==> config.mk <==
export PLATFORM = sky130hd
export DESIGN_NAME = sliding_median_filter_3axis
export DESIGN_NICKNAME = d
export VERILOG_FILES = /design/src/hdl/smf3_pkg.sv /design/src/hdl/smf3_lane.sv /design/src/hdl/smf3_merge.sv /design/src/hdl/sliding_median_filter_3axis.sv
export VERILOG_INCLUDE_DIRS = /design/src /design/src/hdl
export SDC_FILE = /design/constraint.sdc
export NUM_CORES = 1
export LEC_CHECK = 0
export BUFFER_PORTS_ARGS = -buffer_cell sky130_fd_sc_hd__buf_2
export CAP_MARGIN = 20
export CORE_MARGIN = 2
export CORE_UTILIZATION = 39
export CTS_CLUSTER_SIZE = 8
export DETAILED_ROUTE_END_ITERATION = 7
export GPL_TIMING_DRIVEN = 0
export RECOVER_POWER = 25
export SYNTH_ARGS = -nofsm -noshare
export SYNTH_HDL_FRONTEND = slang
export SYNTH_SLANG_ARGS = --single-unit
export TNS_END_PERCENT = 5
==> constraint.sdc <==
create_clock -name i_clk -period 21.2 [get_ports i_clk]
set_clock_uncertainty 0.15 [all_clocks]
set_input_delay 6.36 -clock i_clk [delete_from_list [all_inputs] [get_ports i_clk]]
set_output_delay 6.36 -clock i_clk [all_outputs]
set_load 0.02 [all_outputs]
==> src/hdl/sliding_median_filter_3axis_defines.svh <==
// Assertion macros shared by the filter RTL.
// Each check is sampled at the rising edge of i_clk and is skipped while i_rst_n is low.
// SMF3_ASSERT holds a property at every edge.
// SMF3_ASSERT_IMP holds an implication from an antecedent to a consequent.
`ifndef SLIDING_MEDIAN_FILTER_3AXIS_DEFINES_SVH
`define SLIDING_MEDIAN_FILTER_3AXIS_DEFINES_SVH

`ifndef SYNTHESIS
`define SMF3_ASSERT(lbl, prop) \
    lbl: assert property (@(posedge i_clk) disable iff (!i_rst_n) (prop)) \
        else $error("filter assertion failed");
`define SMF3_ASSERT_IMP(lbl, ante, cons) \
    lbl: assert property (@(posedge i_clk) disable iff (!i_rst_n) (ante) |=> (cons)) \
        else $error("filter implication failed");
`else
`define SMF3_ASSERT(lbl, prop)
`define SMF3_ASSERT_IMP(lbl, ante, cons)
`endif

`endif

==> src/hdl/smf3_pkg.sv <==
package smf3_pkg;

    // Port width of every sample and median field
    localparam int FIELD_BITS = 32;

    // Default window length and compare width
    localparam int DEF_WINDOW      = 3;
    localparam int DEF_SAMPLE_BITS = 32;

endpackage

==> src/hdl/smf3_lane.sv <==
module smf3_lane #(
    parameter int WINDOW      = 3,
    parameter int SAMPLE_BITS = 32,
    parameter int SLOT_W      = 2,
    parameter int CNT_W       = 2
) (
    input  logic                   i_clk,
    input  logic                   i_wr_en,
    input  logic [SLOT_W-1:0]      i_wr_slot,
    input  logic [SAMPLE_BITS-1:0] i_sample,
    input  logic [CNT_W-1:0]       i_count,
    output logic [SAMPLE_BITS-1:0] o_median
);

    logic [SAMPLE_BITS-1:0] r_hist [WINDOW];
    logic [WINDOW-1:0]      hit;
    logic [CNT_W-1:0]       target;

    // Write the new sample over the oldest slot
    always_ff @(posedge i_clk) begin
        if (i_wr_en) begin
            r_hist[i_wr_slot] <= i_sample;
        end
    end

    // Rank every held entry against the others; ties go by slot order
    always_comb begin
        logic [WINDOW-1:0] less;
        logic [CNT_W-1:0]  rank;
        target   = i_count >> 1;
        hit      = '0;
        o_median = '0;
        for (int i = 0; i < WINDOW; i++) begin
            less = '0;
            for (int j = 0; j < WINDOW; j++) begin
                if ((CNT_W'(j) < i_count) &&
                    (($signed(r_hist[j]) < $signed(r_hist[i])) ||
                     ((r_hist[j] == r_hist[i]) && (j < i)))) begin
                    less[j] = 1'b1;
                end
            end
            rank   = CNT_W'($countones(less));
            hit[i] = (CNT_W'(i) < i_count) && (rank == target);
        end
        // Pick the entry whose rank hits the middle
        for (int i = 0; i < WINDOW; i++) begin
            if (hit[i]) begin
                o_median = o_median | r_hist[i];
            end
        end
    end

endmodule

==> src/hdl/smf3_merge.sv <==
module smf3_merge #(
    parameter int SAMPLE_BITS = 32
) (
    input  logic                              i_clk,
    input  logic                              i_rst_n,
    input  logic                              i_load_vld,
    input  logic [SAMPLE_BITS-1:0]            i_x_med,
    input  logic [SAMPLE_BITS-1:0]            i_y_med,
    input  logic [SAMPLE_BITS-1:0]            i_z_med,
    output logic                              o_busy,
    output logic                              o_valid,
    input  logic                              i_stall,
    output logic signed [smf3_pkg::FIELD_BITS-1:0] o_x_median,
    output logic signed [smf3_pkg::FIELD_BITS-1:0] o_y_median,
    output logic signed [smf3_pkg::FIELD_BITS-1:0] o_z_median
);

    import smf3_pkg::*;

    logic                   r_vld;
    logic                   n_vld;
    logic [SAMPLE_BITS-1:0] r_x;
    logic [SAMPLE_BITS-1:0] r_y;
    logic [SAMPLE_BITS-1:0] r_z;

    // Output word is held while the sink stalls
    assign o_busy = r_vld && i_stall;
    assign n_vld  = o_busy ? 1'b1 : i_load_vld;

    always_ff @(posedge i_clk) begin
        if (!i_rst_n) begin
            r_vld <= 1'b0;
        end else begin
            r_vld <= n_vld;
        end
    end

    // Capture the three lane medians as one word
    always_ff @(posedge i_clk) begin
        if (!o_busy && i_load_vld) begin
            r_x <= i_x_med;
            r_y <= i_y_med;
            r_z <= i_z_med;
        end
    end

    assign o_valid    = r_vld;
    assign o_x_median = FIELD_BITS'(r_x);
    assign o_y_median = FIELD_BITS'(r_y);
    assign o_z_median = FIELD_BITS'(r_z);

endmodule

==> src/hdl/sliding_median_filter_3axis.sv <==
// Three-axis running median over the last WINDOW points. Each accepted word
// writes x, y and z into their own history windows, and the median of every
// axis is then registered as one word in the merge stage; while the window is
// still filling with k points the result is the element at sorted index k/2.
// The block takes one word per clock unless it stalls: the history write and
// the output register form a two-stage pipeline, and the per-axis rank compare
// of the WINDOW entries is combinational between them. Samples are compared as
// signed SAMPLE_BITS-wide values taken from the low bits of each field; medians
// are returned zero-extended or truncated to the 32-bit ports.
`include "sliding_median_filter_3axis_defines.svh"

module sliding_median_filter_3axis #(
    parameter int WINDOW      = smf3_pkg::DEF_WINDOW,
    parameter int SAMPLE_BITS = smf3_pkg::DEF_SAMPLE_BITS
) (
    input  logic                                   i_clk,
    input  logic                                   i_rst_n,
    input  logic                                   i_valid,
    output logic                                   o_stall,
    input  logic signed [smf3_pkg::FIELD_BITS-1:0] i_x_sample,
    input  logic signed [smf3_pkg::FIELD_BITS-1:0] i_y_sample,
    input  logic signed [smf3_pkg::FIELD_BITS-1:0] i_z_sample,
    output logic                                   o_valid,
    input  logic                                   i_stall,
    output logic signed [smf3_pkg::FIELD_BITS-1:0] o_x_median,
    output logic signed [smf3_pkg::FIELD_BITS-1:0] o_y_median,
    output logic signed [smf3_pkg::FIELD_BITS-1:0] o_z_median
);

    import smf3_pkg::*;

    localparam int SLOT_W = (WINDOW > 1) ? $clog2(WINDOW) : 1;
    localparam int CNT_W  = $clog2(WINDOW + 1);

    logic                   in_acc;
    logic                   busy;
    logic                   r_s1_vld;
    logic                   n_s1_vld;
    logic [CNT_W-1:0]       r_fill;
    logic [CNT_W-1:0]       n_fill;
    logic [SLOT_W-1:0]      r_slot;
    logic [SLOT_W-1:0]      n_slot;
    logic [SAMPLE_BITS-1:0] x_med;
    logic [SAMPLE_BITS-1:0] y_med;
    logic [SAMPLE_BITS-1:0] z_med;

    // Hold the input while the window word cannot move on
    assign o_stall = r_s1_vld && busy;
    assign in_acc  = i_valid && !o_stall;

    // Advance fill count (saturating at WINDOW) and oldest slot on each accepted word
    always_comb begin
        n_s1_vld = in_acc ? 1'b1 : (busy ? r_s1_vld : 1'b0);
        n_fill   = r_fill;
        n_slot   = r_slot;
        if (in_acc) begin
            if (r_fill != CNT_W'(WINDOW)) begin
                n_fill = r_fill + 1'b1;
            end
            n_slot = (r_slot == SLOT_W'(WINDOW - 1)) ? '0 : r_slot + 1'b1;
        end
    end

    always_ff @(posedge i_clk) begin
        if (!i_rst_n) begin
            r_s1_vld <= 1'b0;
            r_fill   <= '0;
            r_slot   <= '0;
        end else begin
            r_s1_vld <= n_s1_vld;
            r_fill   <= n_fill;
            r_slot   <= n_slot;
        end
    end

    // One median lane per axis
    smf3_lane #(
        .WINDOW(WINDOW), .SAMPLE_BITS(SAMPLE_BITS), .SLOT_W(SLOT_W), .CNT_W(CNT_W)
    ) u_lane_x (
        .i_clk(i_clk), .i_wr_en(in_acc), .i_wr_slot(r_slot),
        .i_sample(SAMPLE_BITS'($unsigned(i_x_sample))), .i_count(r_fill),
        .o_median(x_med)
    );

    smf3_lane #(
        .WINDOW(WINDOW), .SAMPLE_BITS(SAMPLE_BITS), .SLOT_W(SLOT_W), .CNT_W(CNT_W)
    ) u_lane_y (
        .i_clk(i_clk), .i_wr_en(in_acc), .i_wr_slot(r_slot),
        .i_sample(SAMPLE_BITS'($unsigned(i_y_sample))), .i_count(r_fill),
        .o_median(y_med)
    );

    smf3_lane #(
        .WINDOW(WINDOW), .SAMPLE_BITS(SAMPLE_BITS), .SLOT_W(SLOT_W), .CNT_W(CNT_W)
    ) u_lane_z (
        .i_clk(i_clk), .i_wr_en(in_acc), .i_wr_slot(r_slot),
        .i_sample(SAMPLE_BITS'($unsigned(i_z_sample))), .i_count(r_fill),
        .o_median(z_med)
    );

    // Merge the lane results into the output word
    smf3_merge #(
        .SAMPLE_BITS(SAMPLE_BITS)
    ) u_merge (
        .i_clk(i_clk), .i_rst_n(i_rst_n), .i_load_vld(r_s1_vld),
        .i_x_med(x_med), .i_y_med(y_med), .i_z_med(z_med),
        .o_busy(busy), .o_valid(o_valid), .i_stall(i_stall),
        .o_x_median(o_x_median), .o_y_median(o_y_median), .o_z_median(o_z_median)
    );

    `SMF3_ASSERT(a_fill_range, r_fill <= CNT_W'(WINDOW))
    `SMF3_ASSERT(a_slot_range, r_slot <= SLOT_W'(WINDOW - 1))
    `SMF3_ASSERT_IMP(a_fill_step, in_acc && (r_fill != CNT_W'(WINDOW)), r_fill == $past(r_fill) + 1'b1)
    `SMF3_ASSERT_IMP(a_hold_window, r_s1_vld && busy, $stable(r_fill) && $stable(r_slot) && r_s1_vld)

endmodule
[Yosys cells after proc, flatten, opt, wreduce, memory -nomap -nowiden]
Memory sizes are Yosys's and may differ from the RTL's.
Cells that the tools add are included.
Operators by class
  add/subtract/negate cells: 20
  multiply operators: 0
  divide/modulo/power cells: 0
  $lt $le $gt $ge: 30
  equality and inequality tests: 21
  shifts and indexed selects: 0
  muxes and demuxes: 42
  bitwise operators: 6
  reductions and logical operators: 52
Operator list (number)
  32-bit < comparator: 27
  32-bit equality test: 9
  32-bit two-way mux: 9
  32-bit OR: 6
  1-bit logical AND: 40
  1-bit two-way mux: 32
  1-bit by 1-bit adder with 2-bit output: 9
  2-bit by 1-bit adder with 2-bit output: 9
  2-bit by 1-bit equality test with 1-bit output: 9
  1-bit logical OR: 9
  2-bit by 1-bit adder with 2-bit output, second input constant: 2
  1-bit by 2-bit < comparator with 1-bit output, first input constant: 2
  2-bit inequality test, second input constant: 2
  2-bit equality test, second input constant: 1
  1-bit zero test: 2
  2-bit < comparator, first input constant: 1
  2-bit two-way mux: 1
  2-bit AND reduction: 1
Word-level totals
  register bits after elaboration: 102
  bits in latches: 0
  memory bits (writable): 288
  ROM bits: 0
  bits of input ports: 100
  output and inout port bits: 98
  word-level logic and storage cells: 181
  memories kept: 3
Memories
  u_lane_x.r_hist: depth 3, width 32, rd ports 3, clocked after Yosys merged registers in 0, write ports 1, RTL line smf3_lane.sv:15  | logic [SAMPLE_BITS-1:0] r_hist [WINDOW];
  u_lane_y.r_hist: depth 3, width 32, rd ports 3, clocked after Yosys merged registers in 0, write ports 1, RTL line smf3_lane.sv:15
  u_lane_z.r_hist: depth 3, width 32, rd ports 3, clocked after Yosys merged registers in 0, write ports 1, RTL line smf3_lane.sv:15

[Logic depth before layout (Yosys ltp)]
An unclocked memory read counts as a cell.
  depth after elaboration: 13
  mapped depth: 14
  depth with buffers taken out: 13

[Hierarchy]
Synthesis repeated with hierarchy kept, for this count alone.
Unflattened totals
  cell total of the unflattened synthesis: 1656
  area total of the unflattened synthesis: 20782.4 um2
By module, submodules not included
  smf3_lane at u_lane_x ...: instances 2, cells an instance 514, area an instance 5891.9 um2, sequential area each 2882.8 um2
  smf3_lane at u_lane_z: instances 1, cells an instance 504, area an instance 5840.6 um2, sequential area each 2882.8 um2
  smf3_merge: instances 1, cells an instance 100, area an instance 2925.3 um2, sequential area each 2902.8 um2
  sliding_median_filter_3axis: instances 1, cells an instance 24, area an instance 232.7 um2, sequential area each 100.1 um2

[Worst setup path before layout]
No wires, ideal clock.
  path type: input -> register
  start point: input i_stall
  end point: memory u_lane_x.r_hist[1][0] (enable)
  setup time: 0.691 ns
  arrival time: 13.951 ns
  data required time: 20.359 ns
  slack: 6.408 ns
  stages on the path: 3
  buffers on the path: 0
  path through: and3_1 nand2b_1 nor3b_1
Between the ends
  cells in the longest elaborated chain, start to end: 6
Ends and longest elaborated chain
  from (decl): RTL line sliding_median_filter_3axis.sv:24  | input logic i_stall,
  1-bit logical AND: RTL line smf3_merge.sv:27  | assign o_busy = r_vld && i_stall;
  1-bit logical AND: RTL line sliding_median_filter_3axis.sv:48  | assign o_stall = r_s1_vld && busy;
  1-bit zero test: RTL line sliding_median_filter_3axis.sv:49  | assign in_acc = i_valid && !o_stall;
  1-bit logical AND: RTL line sliding_median_filter_3axis.sv:49
  1-bit two-way mux: RTL line smf3_lane.sv:21  | if (i_wr_en) begin
  1-bit two-way mux (implied by the code): RTL line smf3_lane.sv:22  | r_hist[i_wr_slot] <= i_sample;
  to (decl): RTL line smf3_lane.sv:15
No other way between the ends.

[Worst setup path after layout]
  start point: input i_stall
  end point: output o_stall
Between the ends
  cells in the longest elaborated chain, start to end: 2
Ends and longest elaborated chain
  1-bit logical AND: RTL line smf3_merge.sv:27
  1-bit logical AND: RTL line sliding_median_filter_3axis.sv:48
  to (decl): RTL line sliding_median_filter_3axis.sv:19  | output logic o_stall,
No other way between the ends.

==> flow_metrics.tcl <==
set metrics [dict create \
    outcome "finished, violations left" \
    violations "design-rule violations" \
    fmax_ghz 0.0748 \
    drt_wl_total_um 51400 \
    post_cts_resized 0 \
    worstPathArrival_ns 6.86 \
    rsz0062_at_grt "no" \
    hold_buffers 0 \
    gp_congestion 0.863 \
    synth_edf_count 384 \
    ant_nets 0 \
    worst_pin_slew_ns 1.09 \
    power_density_nw_per_um2 79.9 \
    cts_setup_buffers 0 \
    first_global_vias 14500 \
    io_pins 198 \
    synth_ff_type "edfxtp_1" \
    hold_viol 0 \
    first_pass_iters 8 \
    synth_common_cells "384 x edfxtp_1, 301 x inv_1, 300 x ha_1, 117 x a21oi_1, 96 x a222oi_1" \
    start_util 0.393 \
    fin_area_um2 24400 \
    crit_family "buffers and inverters" \
    place_hpwl_um 39200 \
    die_x_um 234 \
    die_y_um 234 \
    grtUsageTotal 0.187 \
    synth_area_um2 20600 \
    clkTransAtPathRegs_ns 0.05 \
    drc 9 \
    clock_latency_ns 0.60 \
    synth_nets 2025 \
    grt_pass1_wl_um 79000 \
    yosysMostFrequentCell "edfxtp_1" \
    async_flop_share 0 \
    htreeDepth 2 \
    maxCapViolCount 0 \
    synth_area_leaders "edfxtp_1 56%, ha_1 18%, inv_1 5.5%, a222oi_1 4.7%, a21oi_1 2.8%" \
    fin_util 0.467 \
    fillCellCount 4768 \
    crit_type "in -> out" \
    cts_tree "yes" \
    yosysWarnings 0 \
    synth_top_area_cell "edfxtp_1" \
    synthToLayoutAreaGrowth_pct 18.7 \
    cp_data_required_time_ns 14.69 \
    setup_viol 0 \
    clock_sinks 390 \
    antenna_found_initial 5 \
    stdcell_count 2635 \
    ir_drop_mv 0.0596 \
    placed_area_um2 23000 \
    placedCellCount 2549 \
    clockBufferDepth 3 \
    path_common_cell "buf_2" \
    path_cells "buf_2, and3_1, buf_2" \
    final_nets 2318 \
    cp_num_buf_inv 2 \
    syn_avg_cell_area_um2 12.7 \
    slew_headroom 0.271 \
    grt_max_degree 28 \
    max_stage_delay_ns 0.20 \
    synth.distinct_cells 46 \
    path_max_fanout 3 \
    layout-drive-gt1-share 0.138 \
    ys_seq_area_frac 0.566 \
    via_per_inst 5.41 \
    grt.overflow.total 0 \
    synth_top_area_frac 0.560 \
    synth_seq_cells 390 \
    p_leak_nw 11.0 \
    port_buffers 197 \
    endpoint_kind "primary output" \
    hold_path_class "reg -> reg" \
    rows 84 \
    clockRootBuffer "clkbuf_16" \
    cts_buffers 55 \
    synth_cells 1625 \
    vias 14300 \
    core-area_um2 52300 \
    drv_slew 0 \
    slowest_stage "and3_1" \
    startpoint_type "input pin" \
    fin_crit_sh 0.630 \
    first_iter_violations 1208 \
    wl_per_cell_um 19.5 \
    die_area_um2 54600 \
    period_needed_ns 13.37 \
]
## worst register-to-register path: stages, from the launching register on
cell and delay, ns:
dfxtp_1 0.32, clkbuf_1 0.32, inv_1 0.42, ha_1 0.41, clkbuf_1 0.63, nor2_1 0.11, and3_1 0.21, a31oi_1 0.14
nand3b_1 0.11, ha_1 0.31, xor2_1 0.14, nor3b_1 0.73, clkbuf_1 0.56, a222oi_1 0.19, inv_1 0.18
## metrics by stage
| step | hold WS [ns] | total power [W] | setup TNS [ns] | setup slack (ns) |
|---|---|---|---|---|
| finish | 0.393 | 0.00195 | 0 | 7.83 |
| detailed placement | 0.392 | 0.00118 | 0 | 7.84 |
| floorplan | 0.316 | 0.00108 | 0 | 6.41 |
| CTS | 0.400 | 0.00197 | 0 | 7.83 |
| global placement | 0.337 | 0.00117 | -56.25 | -0.409 |
| global route | 0.436 | 0.00203 | 0 | 7.82 |
## power breakdown
part | total, W | switching (W) | internal (W) | leakage, nW
Combinational | 0.000240 | 0.000152 | 0.0000879 | 6.65
Clock | 0.000795 | 0.000318 | 0.000477 | 0.738
Sequential | 0.000919 | 0.0000195 | 0.000899 | 3.63
Total | 0.00195 | 0.000490 | 0.00146 | 11.0
## state kept, by name, indices dropped and copies added, names as in the netlist
signal / count
r_slot: 2
u_lane_z.r_hist: 96
u_merge.o_x_median: 32
r_s1_vld: 1
u_merge.o_valid: 1
u_merge.o_y_median: 32
u_merge.o_z_median: 32
u_lane_y.r_hist: 96
r_fill: 2
u_lane_x.r_hist: 96
## kinds of logic after synthesis
kind of cell    Yosys count  share of synthesized area
buf+inv                 332                     0.0615
fa+ha+maj               300                      0.182
compound gates          349                      0.122
mux                       3                    0.00146
xor+xnor                 11                    0.00468
simple gates            240                     0.0623
flops                   390                      0.566
## routing by layer
layer	up-vias	part of all wire	GRT usage
met5	-	0.00078	0
met3	93	0.060	0.0372
met1	6918	0.43	0.240
li1	6812	-	-
met4	8	0.022	0.0534
met2	434	0.49	0.320
## cells in the final DEF, fill, tap and decap left out, types with 3 or more instances in the layout
master / count
a221oi_1: 3
xor2_1: 10
o31ai_1: 3
ha_1: 300
o21ai_0: 33
and3_1: 10
clkbuf_16: 56
a31oi_1: 8
a21o_1: 35
dfxtp_1: 6
nand3b_1: 4
nand4_1: 67
buf_2: 163
nor3_1: 14
inv_1: 301
clkbuf_1: 89
o21ai_1: 7
nor4_1: 17
edfxtp_1: 384
a221o_1: 7
buf_8: 7
buf_6: 28
nor3b_1: 3
mux2i_1: 3
o211ai_1: 13
nor2_1: 18
nor2b_1: 9
a211o_1: 10
a222oi_1: 96
nand3_1: 19
a21oi_1: 117
a2111oi_0: 5
nand2b_1: 8
nor3b_2: 3
nand2_1: 61
## worst paths after layout
path,start,end,slack [ns],cells past startpoint
worst min-delay path,r_s1_vld,u_merge.o_valid,0.39,2
worst max-delay path,i_stall,o_stall,7.83,3
worst min register to register,r_s1_vld,u_merge.o_valid,0.39,2
worst max register to register,r_fill[1],u_merge.o_x_median[0],16.09,14
## cell type report
class,count,area (µm²),area share
Buffer,31,130,0.00532
Clock buffer,80,1490,0.0610
Tap cell,688,861,0.0352
Sequential cell,390,11700,0.477
Inverter,301,1130,0.0462
Multi-Input combinational cell,903,7690,0.315
Timing Repair Buffer,236,1450,0.0591
Clock inverter,4,35.0,0.00143
Antenna cell,2,5.00,0.000205
Power figures use the tool's default switching activity.
